`src/hw/rtl/hhd_pkg.sv`:
```
package hhd_pkg;

  // Control tick length and the fixed-point constants that follow from it.
  localparam int TICK_MS      = 10;
  localparam int Q_FRAC       = 24;
  localparam int GYRO_GAIN    = (TICK_MS * 128849 + 50) / 100;
  localparam int GYRO_GAIN_W  = 18;
  localparam int GYRO_SHIFT   = 8;
  localparam int RAMP_STEP    = 167772;
  localparam int DRIVE_LIM    = 2047;

  // Field and state widths.
  localparam int SPEED_W      = 11;
  localparam int RUNTIME_W    = 16;
  localparam int MAXDRV_W     = 10;
  localparam int GYRO_W       = 16;
  localparam int DRIVE_W      = 12;
  localparam int Q_W          = 32;
  localparam int RAMP_W       = 26;
  localparam int CORR_W       = 26;
  localparam int ELAPSED_W    = 17;
  localparam int GPROD_W      = GYRO_W + GYRO_GAIN_W;
  localparam int BASE_W       = SPEED_W + RAMP_W + 1;
  localparam int STEER_W      = MAXDRV_W + 1 + CORR_W;
  localparam int SUM_W        = 40;

  localparam int CFG_IDX_W    = 2;
  localparam int CFG_DATA_W   = 16;
  localparam int IN_DATA_W    = 24;
  localparam int OUT_DATA_W   = 24;

  localparam int MAX_DRIVE_RESET = 255;

  // Configuration register indexes.
  localparam logic [CFG_IDX_W-1:0] REG_DRIVE_SPEED = 2'd0;
  localparam logic [CFG_IDX_W-1:0] REG_RUN_TIME_MS = 2'd1;
  localparam logic [CFG_IDX_W-1:0] REG_MAX_DRIVE   = 2'd2;

  // Item kinds carried in the input tuser bit.
  localparam logic MODE_START = 1'b0;
  localparam logic MODE_TICK  = 1'b1;

  typedef enum logic [2:0] {
    ST_IDLE,
    ST_START,
    ST_IDLE_TICK,
    ST_MUL_GYRO,
    ST_INTEG,
    ST_CORR,
    ST_MUL_DRIVE,
    ST_FINISH
  } hhd_state_t;

  typedef struct packed {
    logic load;
    logic start_run;
    logic idle_tick;
    logic mul_gyro;
    logic integ;
    logic corr;
    logic mul_drive;
    logic finish;
    logic emit;
  } hhd_cmd_t;

  typedef struct packed {
    logic is_start;
    logic running;
    logic out_busy;
  } hhd_status_t;

endpackage

```
`src/hw/rtl/hhd_ctrl.sv`:
```
module hhd_ctrl import hhd_pkg::*; (
  input  logic        clk,
  input  logic        rst,
  input  logic        in_valid,
  output logic        in_ready,
  input  hhd_status_t status,
  output hhd_cmd_t    cmd
);

  hhd_state_t state;
  hhd_state_t state_next;
  logic       pending;
  logic       pending_next;

  // The result waits for the output register in the idle state while the pending flag is set.
  always_ff @(posedge clk) begin
    if (rst) begin
      state   <= ST_IDLE;
      pending <= 1'b0;
    end else begin
      state   <= state_next;
      pending <= pending_next;
    end
  end

  always_comb begin
    state_next   = state;
    pending_next = pending;
    cmd          = '0;
    in_ready     = 1'b0;
    unique case (state)
      ST_IDLE: begin
        if (pending) begin
          if (!status.out_busy) begin
            cmd.emit     = 1'b1;
            pending_next = 1'b0;
          end
        end else begin
          in_ready = 1'b1;
          if (in_valid) begin
            cmd.load = 1'b1;
            if (status.is_start) begin
              state_next = ST_START;
            end else if (!status.running) begin
              state_next = ST_IDLE_TICK;
            end else begin
              state_next = ST_MUL_GYRO;
            end
          end
        end
      end
      ST_START: begin
        cmd.start_run = 1'b1;
        pending_next  = 1'b1;
        state_next    = ST_IDLE;
      end
      ST_IDLE_TICK: begin
        cmd.idle_tick = 1'b1;
        pending_next  = 1'b1;
        state_next    = ST_IDLE;
      end
      ST_MUL_GYRO: begin
        cmd.mul_gyro = 1'b1;
        state_next   = ST_INTEG;
      end
      ST_INTEG: begin
        cmd.integ  = 1'b1;
        state_next = ST_CORR;
      end
      ST_CORR: begin
        cmd.corr   = 1'b1;
        state_next = ST_MUL_DRIVE;
      end
      ST_MUL_DRIVE: begin
        cmd.mul_drive = 1'b1;
        state_next    = ST_FINISH;
      end
      ST_FINISH: begin
        cmd.finish   = 1'b1;
        pending_next = 1'b1;
        state_next   = ST_IDLE;
      end
      default: begin
        state_next = ST_IDLE;
      end
    endcase
  end

endmodule

```
`src/hw/rtl/hhd_datapath.sv`:
```
module hhd_datapath import hhd_pkg::*; (
  input  logic                  clk,
  input  logic                  rst,
  input  logic                  cfg_we,
  input  logic [CFG_IDX_W-1:0]  cfg_index,
  input  logic [CFG_DATA_W-1:0] cfg_data,
  input  logic                  in_mode,
  input  logic signed [GYRO_W-1:0] in_gyro,
  input  logic                  in_keep,
  input  hhd_cmd_t              cmd,
  output hhd_status_t           status,
  output logic                  out_valid,
  input  logic                  out_ready,
  output logic signed [DRIVE_W-1:0] out_left,
  output logic signed [DRIVE_W-1:0] out_right,
  output logic                  out_done
);

  localparam logic signed [Q_W:0] Q_MAX = (Q_W+1)'((64'sd1 <<< (Q_W-1)) - 1);
  localparam logic signed [Q_W:0] Q_MIN = -(Q_W+1)'(64'sd1 <<< (Q_W-1));
  localparam logic signed [CORR_W-1:0] CORR_ONE = CORR_W'(64'sd1 <<< Q_FRAC);
  localparam logic signed [SUM_W-1:0] TRUNC_ADD = SUM_W'((64'sd1 <<< Q_FRAC) - 1);
  localparam logic signed [SUM_W-Q_FRAC-1:0] LIM_HI = (SUM_W-Q_FRAC)'(DRIVE_LIM);
  localparam logic signed [SUM_W-Q_FRAC-1:0] LIM_LO = -(SUM_W-Q_FRAC)'(DRIVE_LIM);
  localparam logic [ELAPSED_W-1:0] ELAPSED_MAX = '1;

  logic signed [SPEED_W-1:0]  drive_speed;
  logic [RUNTIME_W-1:0]       run_time_ms;
  logic [MAXDRV_W-1:0]        max_drive;

  logic signed [Q_W-1:0]      yaw_angle;
  logic signed [Q_W-1:0]      previous_error;
  logic [RAMP_W-1:0]          speed_ramp;
  logic [ELAPSED_W-1:0]       elapsed_ms;
  logic                       running;

  logic signed [GYRO_W-1:0]   gyro_q;
  logic                       keep_q;
  logic signed [GPROD_W-1:0]  gyro_prod;
  logic signed [Q_W-1:0]      err_q;
  logic signed [CORR_W-1:0]   corr_q;
  logic signed [BASE_W-1:0]   base_q;
  logic signed [STEER_W-1:0]  steer_q;

  logic signed [DRIVE_W-1:0]  res_left;
  logic signed [DRIVE_W-1:0]  res_right;
  logic                       res_done;

  // Yaw integration and error.
  logic signed [GPROD_W-1:0]  yaw_inc;
  logic signed [GPROD_W:0]    yaw_sum;
  logic signed [Q_W:0]        yaw_sat;
  logic signed [Q_W:0]        err_neg;
  logic signed [Q_W:0]        err_sat;

  // PD correction.
  logic signed [Q_W+1:0]      corr_sum;
  logic signed [CORR_W-1:0]   corr_sat;

  // Drive sums.
  logic signed [SUM_W-1:0]    steer_signed;
  logic signed [SUM_W-1:0]    sum_l;
  logic signed [SUM_W-1:0]    sum_r;
  logic signed [SUM_W-Q_FRAC-1:0] quo_l;
  logic signed [SUM_W-Q_FRAC-1:0] quo_r;
  logic [ELAPSED_W:0]         elapsed_add;
  logic [ELAPSED_W-1:0]       elapsed_new;
  logic                       run_ends;

  function automatic logic signed [SUM_W-Q_FRAC-1:0] trunc_q(
    input logic signed [SUM_W-1:0] v
  );
    logic signed [SUM_W-1:0] adj;
    adj = v[SUM_W-1] ? v + TRUNC_ADD : v;
    return adj[SUM_W-1:Q_FRAC];
  endfunction

  function automatic logic signed [DRIVE_W-1:0] sat_drive(
    input logic signed [SUM_W-Q_FRAC-1:0] v
  );
    logic signed [SUM_W-Q_FRAC-1:0] c;
    c = v;
    if (v > LIM_HI) begin
      c = LIM_HI;
    end else if (v < LIM_LO) begin
      c = LIM_LO;
    end
    return c[DRIVE_W-1:0];
  endfunction

  always_comb begin
    yaw_inc = gyro_prod >>> GYRO_SHIFT;
    yaw_sum = (GPROD_W+1)'(yaw_angle) + (GPROD_W+1)'(yaw_inc);
    if (yaw_sum > (GPROD_W+1)'(Q_MAX)) begin
      yaw_sat = Q_MAX;
    end else if (yaw_sum < (GPROD_W+1)'(Q_MIN)) begin
      yaw_sat = Q_MIN;
    end else begin
      yaw_sat = yaw_sum[Q_W:0];
    end
    err_neg = -yaw_sat;
    err_sat = (err_neg > Q_MAX) ? Q_MAX : err_neg;

    corr_sum = (Q_W+2)'(err_q >>> 1) + (Q_W+2)'(err_q) - (Q_W+2)'(previous_error);
    if (corr_sum > (Q_W+2)'(CORR_ONE)) begin
      corr_sat = CORR_ONE;
    end else if (corr_sum < -(Q_W+2)'(CORR_ONE)) begin
      corr_sat = -CORR_ONE;
    end else begin
      corr_sat = corr_sum[CORR_W-1:0];
    end

    // Steering changes sign with the direction of travel.
    steer_signed = (drive_speed > 0) ? SUM_W'(steer_q) : -SUM_W'(steer_q);
    sum_l = SUM_W'(base_q) + steer_signed;
    sum_r = SUM_W'(base_q) - steer_signed;
    quo_l = trunc_q(sum_l);
    quo_r = trunc_q(sum_r);

    elapsed_add = {1'b0, elapsed_ms} + (ELAPSED_W+1)'(TICK_MS);
    elapsed_new = elapsed_add[ELAPSED_W] ? ELAPSED_MAX : elapsed_add[ELAPSED_W-1:0];
    run_ends = (elapsed_new >= ELAPSED_W'(run_time_ms)) || !keep_q;
  end

  // Configuration registers and run state.
  always_ff @(posedge clk) begin
    if (rst) begin
      drive_speed    <= '0;
      run_time_ms    <= '0;
      max_drive      <= MAXDRV_W'(MAX_DRIVE_RESET);
      yaw_angle      <= '0;
      previous_error <= '0;
      speed_ramp     <= '0;
      elapsed_ms     <= '0;
      running        <= 1'b0;
    end else begin
      if (cfg_we) begin
        unique case (cfg_index)
          REG_DRIVE_SPEED: drive_speed <= cfg_data[SPEED_W-1:0];
          REG_RUN_TIME_MS: run_time_ms <= cfg_data[RUNTIME_W-1:0];
          REG_MAX_DRIVE:   max_drive   <= cfg_data[MAXDRV_W-1:0];
          default: ;
        endcase
      end
      if (cmd.start_run) begin
        yaw_angle      <= '0;
        previous_error <= '0;
        speed_ramp     <= '0;
        elapsed_ms     <= '0;
        running        <= 1'b1;
      end
      if (cmd.integ) begin
        yaw_angle <= yaw_sat[Q_W-1:0];
      end
      if (cmd.corr) begin
        previous_error <= err_q;
        if (speed_ramp < RAMP_W'(64'sd1 <<< Q_FRAC)) begin
          speed_ramp <= speed_ramp + RAMP_W'(RAMP_STEP);
        end
      end
      if (cmd.finish) begin
        elapsed_ms <= elapsed_new;
        if (run_ends) begin
          running <= 1'b0;
        end
      end
    end
  end

  // Working registers along the tick path.
  always_ff @(posedge clk) begin
    if (cmd.load) begin
      gyro_q <= in_gyro;
      keep_q <= in_keep;
    end
    if (cmd.mul_gyro) begin
      gyro_prod <= GPROD_W'(gyro_q) * GPROD_W'(signed'(GYRO_GAIN_W'(GYRO_GAIN)));
    end
    if (cmd.integ) begin
      err_q <= err_sat[Q_W-1:0];
    end
    if (cmd.corr) begin
      corr_q <= corr_sat;
    end
    if (cmd.mul_drive) begin
      base_q  <= BASE_W'(drive_speed) * BASE_W'(signed'({1'b0, speed_ramp}));
      steer_q <= STEER_W'(signed'({1'b0, max_drive})) * STEER_W'(corr_q);
    end
    if (cmd.start_run) begin
      res_left  <= '0;
      res_right <= '0;
      res_done  <= 1'b0;
    end
    if (cmd.idle_tick) begin
      res_left  <= '0;
      res_right <= '0;
      res_done  <= 1'b1;
    end
    if (cmd.finish) begin
      res_left  <= run_ends ? '0 : sat_drive(quo_l);
      res_right <= run_ends ? '0 : sat_drive(quo_r);
      res_done  <= run_ends;
    end
  end

  // Output register: holds a result until the downstream side takes it.
  always_ff @(posedge clk) begin
    if (rst) begin
      out_valid <= 1'b0;
    end else if (cmd.emit) begin
      out_valid <= 1'b1;
    end else if (out_ready) begin
      out_valid <= 1'b0;
    end
  end

  always_ff @(posedge clk) begin
    if (cmd.emit) begin
      out_left  <= res_left;
      out_right <= res_right;
      out_done  <= res_done;
    end
  end

  always_comb begin
    status.is_start = (in_mode == MODE_START);
    status.running  = running;
    status.out_busy = out_valid && !out_ready;
  end

endmodule

```
`src/hw/rtl/heading_hold_drive_controller.sv`:
```
// A start item takes the start step to its result, and a tick while no run is active takes
// the idle-tick step; a tick during a run takes the full step chain of the sequencer below.
// One item is in the block at a time: the next item is taken only once the last result
// has left the sequencer's step chain for the output register.
// A finished result waits in the output register, and the next item is taken while it waits.
// Synchronous reset clears the run state, the registers to their reset values and the output.
module heading_hold_drive_controller import hhd_pkg::*; (
  input  logic                  clk,
  input  logic                  rst,
  input  logic                  cfg_we,
  input  logic [CFG_IDX_W-1:0]  cfg_index,
  input  logic [CFG_DATA_W-1:0] cfg_data,
  input  logic                  s_axis_tvalid,
  output logic                  s_axis_tready,
  // Bits 15:0 gyro_rate, bit 16 keep_going, bits 23:17 zero.
  input  logic [IN_DATA_W-1:0]  s_axis_tdata,
  // Bit 0 mode.
  input  logic                  s_axis_tuser,
  output logic                  m_axis_tvalid,
  input  logic                  m_axis_tready,
  // Bits 11:0 left_drive, bits 23:12 right_drive.
  output logic [OUT_DATA_W-1:0] m_axis_tdata,
  // done_res: the run is over and the drives are zero.
  output logic                  m_axis_tlast
);

  hhd_cmd_t    cmd;
  hhd_status_t status;

  logic signed [DRIVE_W-1:0] out_left;
  logic signed [DRIVE_W-1:0] out_right;

  // The sequencer walks a tick through gyro scaling, yaw integration, the PD
  // correction with the speed ramp, the two drive products and the final
  // sums, one register stage per step. Start items and ticks outside a run
  // take a short path to a fixed result; a start item also opens a new run.
  hhd_ctrl u_ctrl (
    .clk      (clk),
    .rst      (rst),
    .in_valid (s_axis_tvalid),
    .in_ready (s_axis_tready),
    .status   (status),
    .cmd      (cmd)
  );

  // The datapath holds the registers, the run state and the output register.
  hhd_datapath u_datapath (
    .clk       (clk),
    .rst       (rst),
    .cfg_we    (cfg_we),
    .cfg_index (cfg_index),
    .cfg_data  (cfg_data),
    .in_mode   (s_axis_tuser),
    .in_gyro   (s_axis_tdata[GYRO_W-1:0]),
    .in_keep   (s_axis_tdata[GYRO_W]),
    .cmd       (cmd),
    .status    (status),
    .out_valid (m_axis_tvalid),
    .out_ready (m_axis_tready),
    .out_left  (out_left),
    .out_right (out_right),
    .out_done  (m_axis_tlast)
  );

  // The two drives fill the output word exactly, with no padding.
  assign m_axis_tdata = {out_right, out_left};

endmodule

```
`config.mk`:
```
export PLATFORM = sky130hd
export DESIGN_NAME = heading_hold_drive_controller
export DESIGN_NICKNAME = d
export VERILOG_FILES = /design/src/hw/rtl/hhd_pkg.sv /design/src/hw/rtl/hhd_ctrl.sv /design/src/hw/rtl/hhd_datapath.sv /design/src/hw/rtl/heading_hold_drive_controller.sv
export SDC_FILE = /design/constraint.sdc
export NUM_CORES = 2
export LEC_CHECK = 0
export CAP_MARGIN = 25
export CORE_AREA = 10 10 274 276
export DETAILED_ROUTE_END_ITERATION = 7
export DIE_AREA = 0 0 284 286
export DONT_BUFFER_PORTS = 1
export PLACE_DENSITY = 0.95
export SYNTH_ARGS = -nofsm -noshare
export SYNTH_HDL_FRONTEND = slang
export SYNTH_HIERARCHICAL = 1
export SYNTH_SLANG_ARGS = --single-unit
```
`constraint.sdc`:
```
create_clock -name clk -period 10 [get_ports clk]
set_input_delay 1 -clock clk [delete_from_list [all_inputs] [get_ports clk]]
set_output_delay 1 -clock clk [all_outputs]
set_load 0.1 [all_outputs]
```
==> results_dict.tcl <==
set metrics [dict create \
    status "finished clean" \
    tritoncts "done" \
    p_int_mw 6.064 \
    critPathBufInv 1 \
    cp.required_ns 10.44 \
    p_leak_nw 23.45 \
    die-area_um2 81220 \
    synth-seq-area-share 0.2015 \
    overflow 0 \
    fin_crit_ns 8.420 \
    synth.distinct_cells 109 \
    post-route-period-util 0.8420 \
    startpoint_type "flip-flop" \
    ir_drop_v 0.0004444 \
    synthesis.area_um2 48150 \
    cts_resized 0 \
    endpoint_kind "flip-flop" \
    switchingPower_mw 5.368 \
    synth_top_cell_by_area "fa_1" \
    io_pins 75 \
    synth_top_area_share 0.2266 \
    drive_above_1_share 0.03364 \
    root_buffer "clkbuf_16" \
    grt_pass1_wl_um 221300 \
    maxCapViolCount 0 \
    die_x_um 284 \
    fp-row-count 97 \
    synth_edf_count 223 \
    sw_frac_of_total 0.4696 \
    grt_pass1_vias 42610 \
    cts_made_buffers 43 \
    synth_nets 6505 \
    async_flop_share 0 \
    gp_congestion 0.9757 \
    synthTopCellsByCount "inv_1 (783), fa_1 (545), nand2_1 (539), ha_1 (458), nor2_1 (379)" \
    design_power_total_mw 11.43 \
    clock_sinks 373 \
    seqCellArea_um2 9699 \
    p_seq_frac 0.188 \
    tns_ns 0 \
    io_buffers 0 \
    rsz0062_at_grt "false" \
    nets 6340 \
    cts_max_level 2 \
    avgSynthCellArea_um2 8.828 \
    worstMarginPinSlew_ns 1.237 \
    finalHoldViolCount 0 \
    yosysMostFrequentCell "inv_1" \
    grt_max_degree 141 \
    synth_ff_type "edfxtp_1" \
    dr.first_iter.drc_count 5022 \
    drc 0 \
    drt-total-wl_um 138200 \
    holdCritPathClass "reg -> reg" \
    crit_type "reg -> reg" \
    core_um2 69540 \
    cp_slowest_cell "nor4_1" \
    max_stage_delay_ns 0.92 \
    vias_per_cell 6.560 \
    maxSlewViolCount 0 \
    crit_family "simple AND/OR/NAND/NOR gates" \
    vias 41090 \
    hold_buffers 0 \
    cp_max_fo 15 \
    crit_chain "or4_4 > nor4_1 > nand2_1 > nor2_1 > a21oi_1 > xor2_1 > ha_1 > inv_1 > o21bai_1 > a221o_1 > a2111oi_0 > nand3b_1 > nor4b_1 > nand4_1 > or3_1 > nor4_1 > or4_1 > o41ai_1 > a211o_1 > a31o_1 > a21oi_1" \
    relSlewSlack 0.1745 \
    first_pass_iters 7 \
    area_growth_pct 4.272 \
    cts_max_path_buffers 3 \
    place_hpwl_um 100100 \
    die_y_um 286 \
    nFillCells 4279 \
    whs_ns 0.4166 \
    antenna_found_initial 7 \
    wl_per_cell_um 22.07 \
    clock_skew_ns 0.03039 \
    multi_input_area_um2 34570 \
    start_util 0.6923 \
    path_clk_slew_ns 0.07 \
    ys_seq_elements 373 \
    postCtsSetupBuffers 0 \
    synthCells 5454 \
    yosys_warnings 6 \
    cellPowerDensity_nw_per_um2 227.7 \
    grt_usage 0.3345 \
    yosys-top-cells-area "fa_1 (23%), edfxtp_1 (14%), ha_1 (12%)" \
    clk_latency_ns 0.63 \
    timing.fmax_ghz 0.1188 \
    pwr-share-clk 0.150 \
    p_comb_frac 0.663 \
    finalSetupViolCount 0 \
    postRouteAntennaNets 0 \
    cp.arrival_ns 8.86 \
]
## power by group through the flow
stage	Sequential [mW]	Combinational, mW	Clock, mW
floorplan	2.14	5.29	0
global placement	2.17	6.52	0
detailed placement	2.18	7.07	0
CTS	2.15	7.36	1.71
global route	2.15	8.19	1.77
finish	2.15	7.57	1.71
## worst register-to-register path: stages, from the launching register on
cell	delay, ns
edfxtp_1	0.56
or4_4	0.62
nor4_1	0.50
nand2_1	0.18
nor2_1	0.31
a21oi_1	0.14
xor2_1	0.49
ha_1	0.55
inv_1	0.33
o21bai_1	0.11
a221o_1	0.43
a2111oi_0	0.78
nand3b_1	0.16
nor4b_1	0.42
nand4_1	0.18
or3_1	0.33
nor4_1	0.92
or4_1	0.33
o41ai_1	0.10
a211o_1	0.32
a31o_1	0.33
a21oi_1	0.17
## sequential cells by signal, indices dropped and copies added (netlist names), 16 cells and up
signal,flops
u_datapath/gyro_q,16
u_datapath/corr_q,26
u_datapath/speed_ramp,26
u_datapath/gyro_prod,23
u_datapath/base_q,38
u_datapath/err_q,32
u_datapath/yaw_angle,32
u_datapath/elapsed_ms,17
u_datapath/steer_q,37
u_datapath/run_time_ms,16
u_datapath/previous_error,32
## cell type report
class / count / share of cell area
multi-input cells: 4051 / 0.6886
flip-flops and latches: 373 / 0.1932
inverters: 785 / 0.05869
clock buffers: 56 / 0.02363
well taps: 940 / 0.02343
repair buffers: 35 / 0.006430
clock inverters: 21 / 0.005882
diodes: 3 / 0.0001495
## layer usage
metal	track usage	share of wire	up-vias	routed length, µm
li1	-	-	17720	-
met5	0.002378	0.00033	-	46
met1	0.3798	0.34	19500	47370
met3	0.08967	0.12	839	15960
met2	0.5487	0.46	3020	64260
met4	0.2303	0.077	8	10580
## stage by stage
stage | util | instance area, µm² | std cells | setup WS [ns]
2_1_floorplan | - | 48150 | 5454 | 3.384
3_3_place_gp | 0.6993 | 48630 | 6181 | 2.516
3_5_place_dp | 0.6997 | 48660 | 6182 | 2.351
4_1_cts | 0.7210 | 50140 | 6259 | 2.226
5_1_grt | 0.7219 | 50200 | 6264 | 1.464
6_report | 0.7219 | 50200 | 6264 | 1.580
## cell usage in the layout (no fill, tap or decap), types with 12 or more instances in the layout
cell / count
mux2i_1: 24
xor2_1: 110
o21a_1: 40
a311oi_1: 12
nor3_1: 92
nand4_1: 33
o21bai_1: 25
inv_1: 783
a21oi_1: 332
clkbuf_16: 44
and3_1: 54
dfxtp_1: 150
or2_2: 22
a2111oi_0: 12
buf_4: 32
nor2b_1: 59
nand3_1: 77
nand2b_1: 59
or3_1: 34
a31oi_1: 34
nor2_1: 375
a21o_1: 56
nor3b_1: 59
nand3b_1: 24
a211o_1: 13
o211ai_1: 22
nor4_1: 29
edfxtp_1: 223
a211oi_1: 28
xnor2_1: 171
o31a_1: 14
ha_1: 458
and2_1: 286
o31ai_1: 32
o21ai_1: 12
o21ai_0: 157
nand2_1: 539
fa_1: 545
## kinds of logic (layout without fill, tap and decap cells)
family	count (synthesis)	after routing	synth area share
fa+ha+maj	1006	1006	0.3463
buf+inv	1030	897	0.08132
xor+xnor	282	282	0.05146
simple gates	1807	1807	0.1886
flops	373	373	0.2015
other cells	0	3	0
compound gates	929	929	0.1251
mux	27	27	0.005769
## path summary, 6_finish.rpt
kind / end / from / slack [ns] / cells past startpoint
worst max register to register: u_datapath/res_left[1]$_SDFFCE_PP0P_ / u_datapath/steer_q[6]$_DFFE_PP_ / 1.58 / 21
worst min-delay path: u_datapath/out_right[9]$_DFFE_PP_ / u_datapath/res_right[9]$_SDFFCE_PP0P_ / 0.42 / 0
worst min register to register: u_datapath/out_right[9]$_DFFE_PP_ / u_datapath/res_right[9]$_SDFFCE_PP0P_ / 0.42 / 0
worst max-delay path: u_datapath/res_left[1]$_SDFFCE_PP0P_ / u_datapath/steer_q[6]$_DFFE_PP_ / 1.58 / 21
Note: power is estimated with default switching activity, not from simulation.
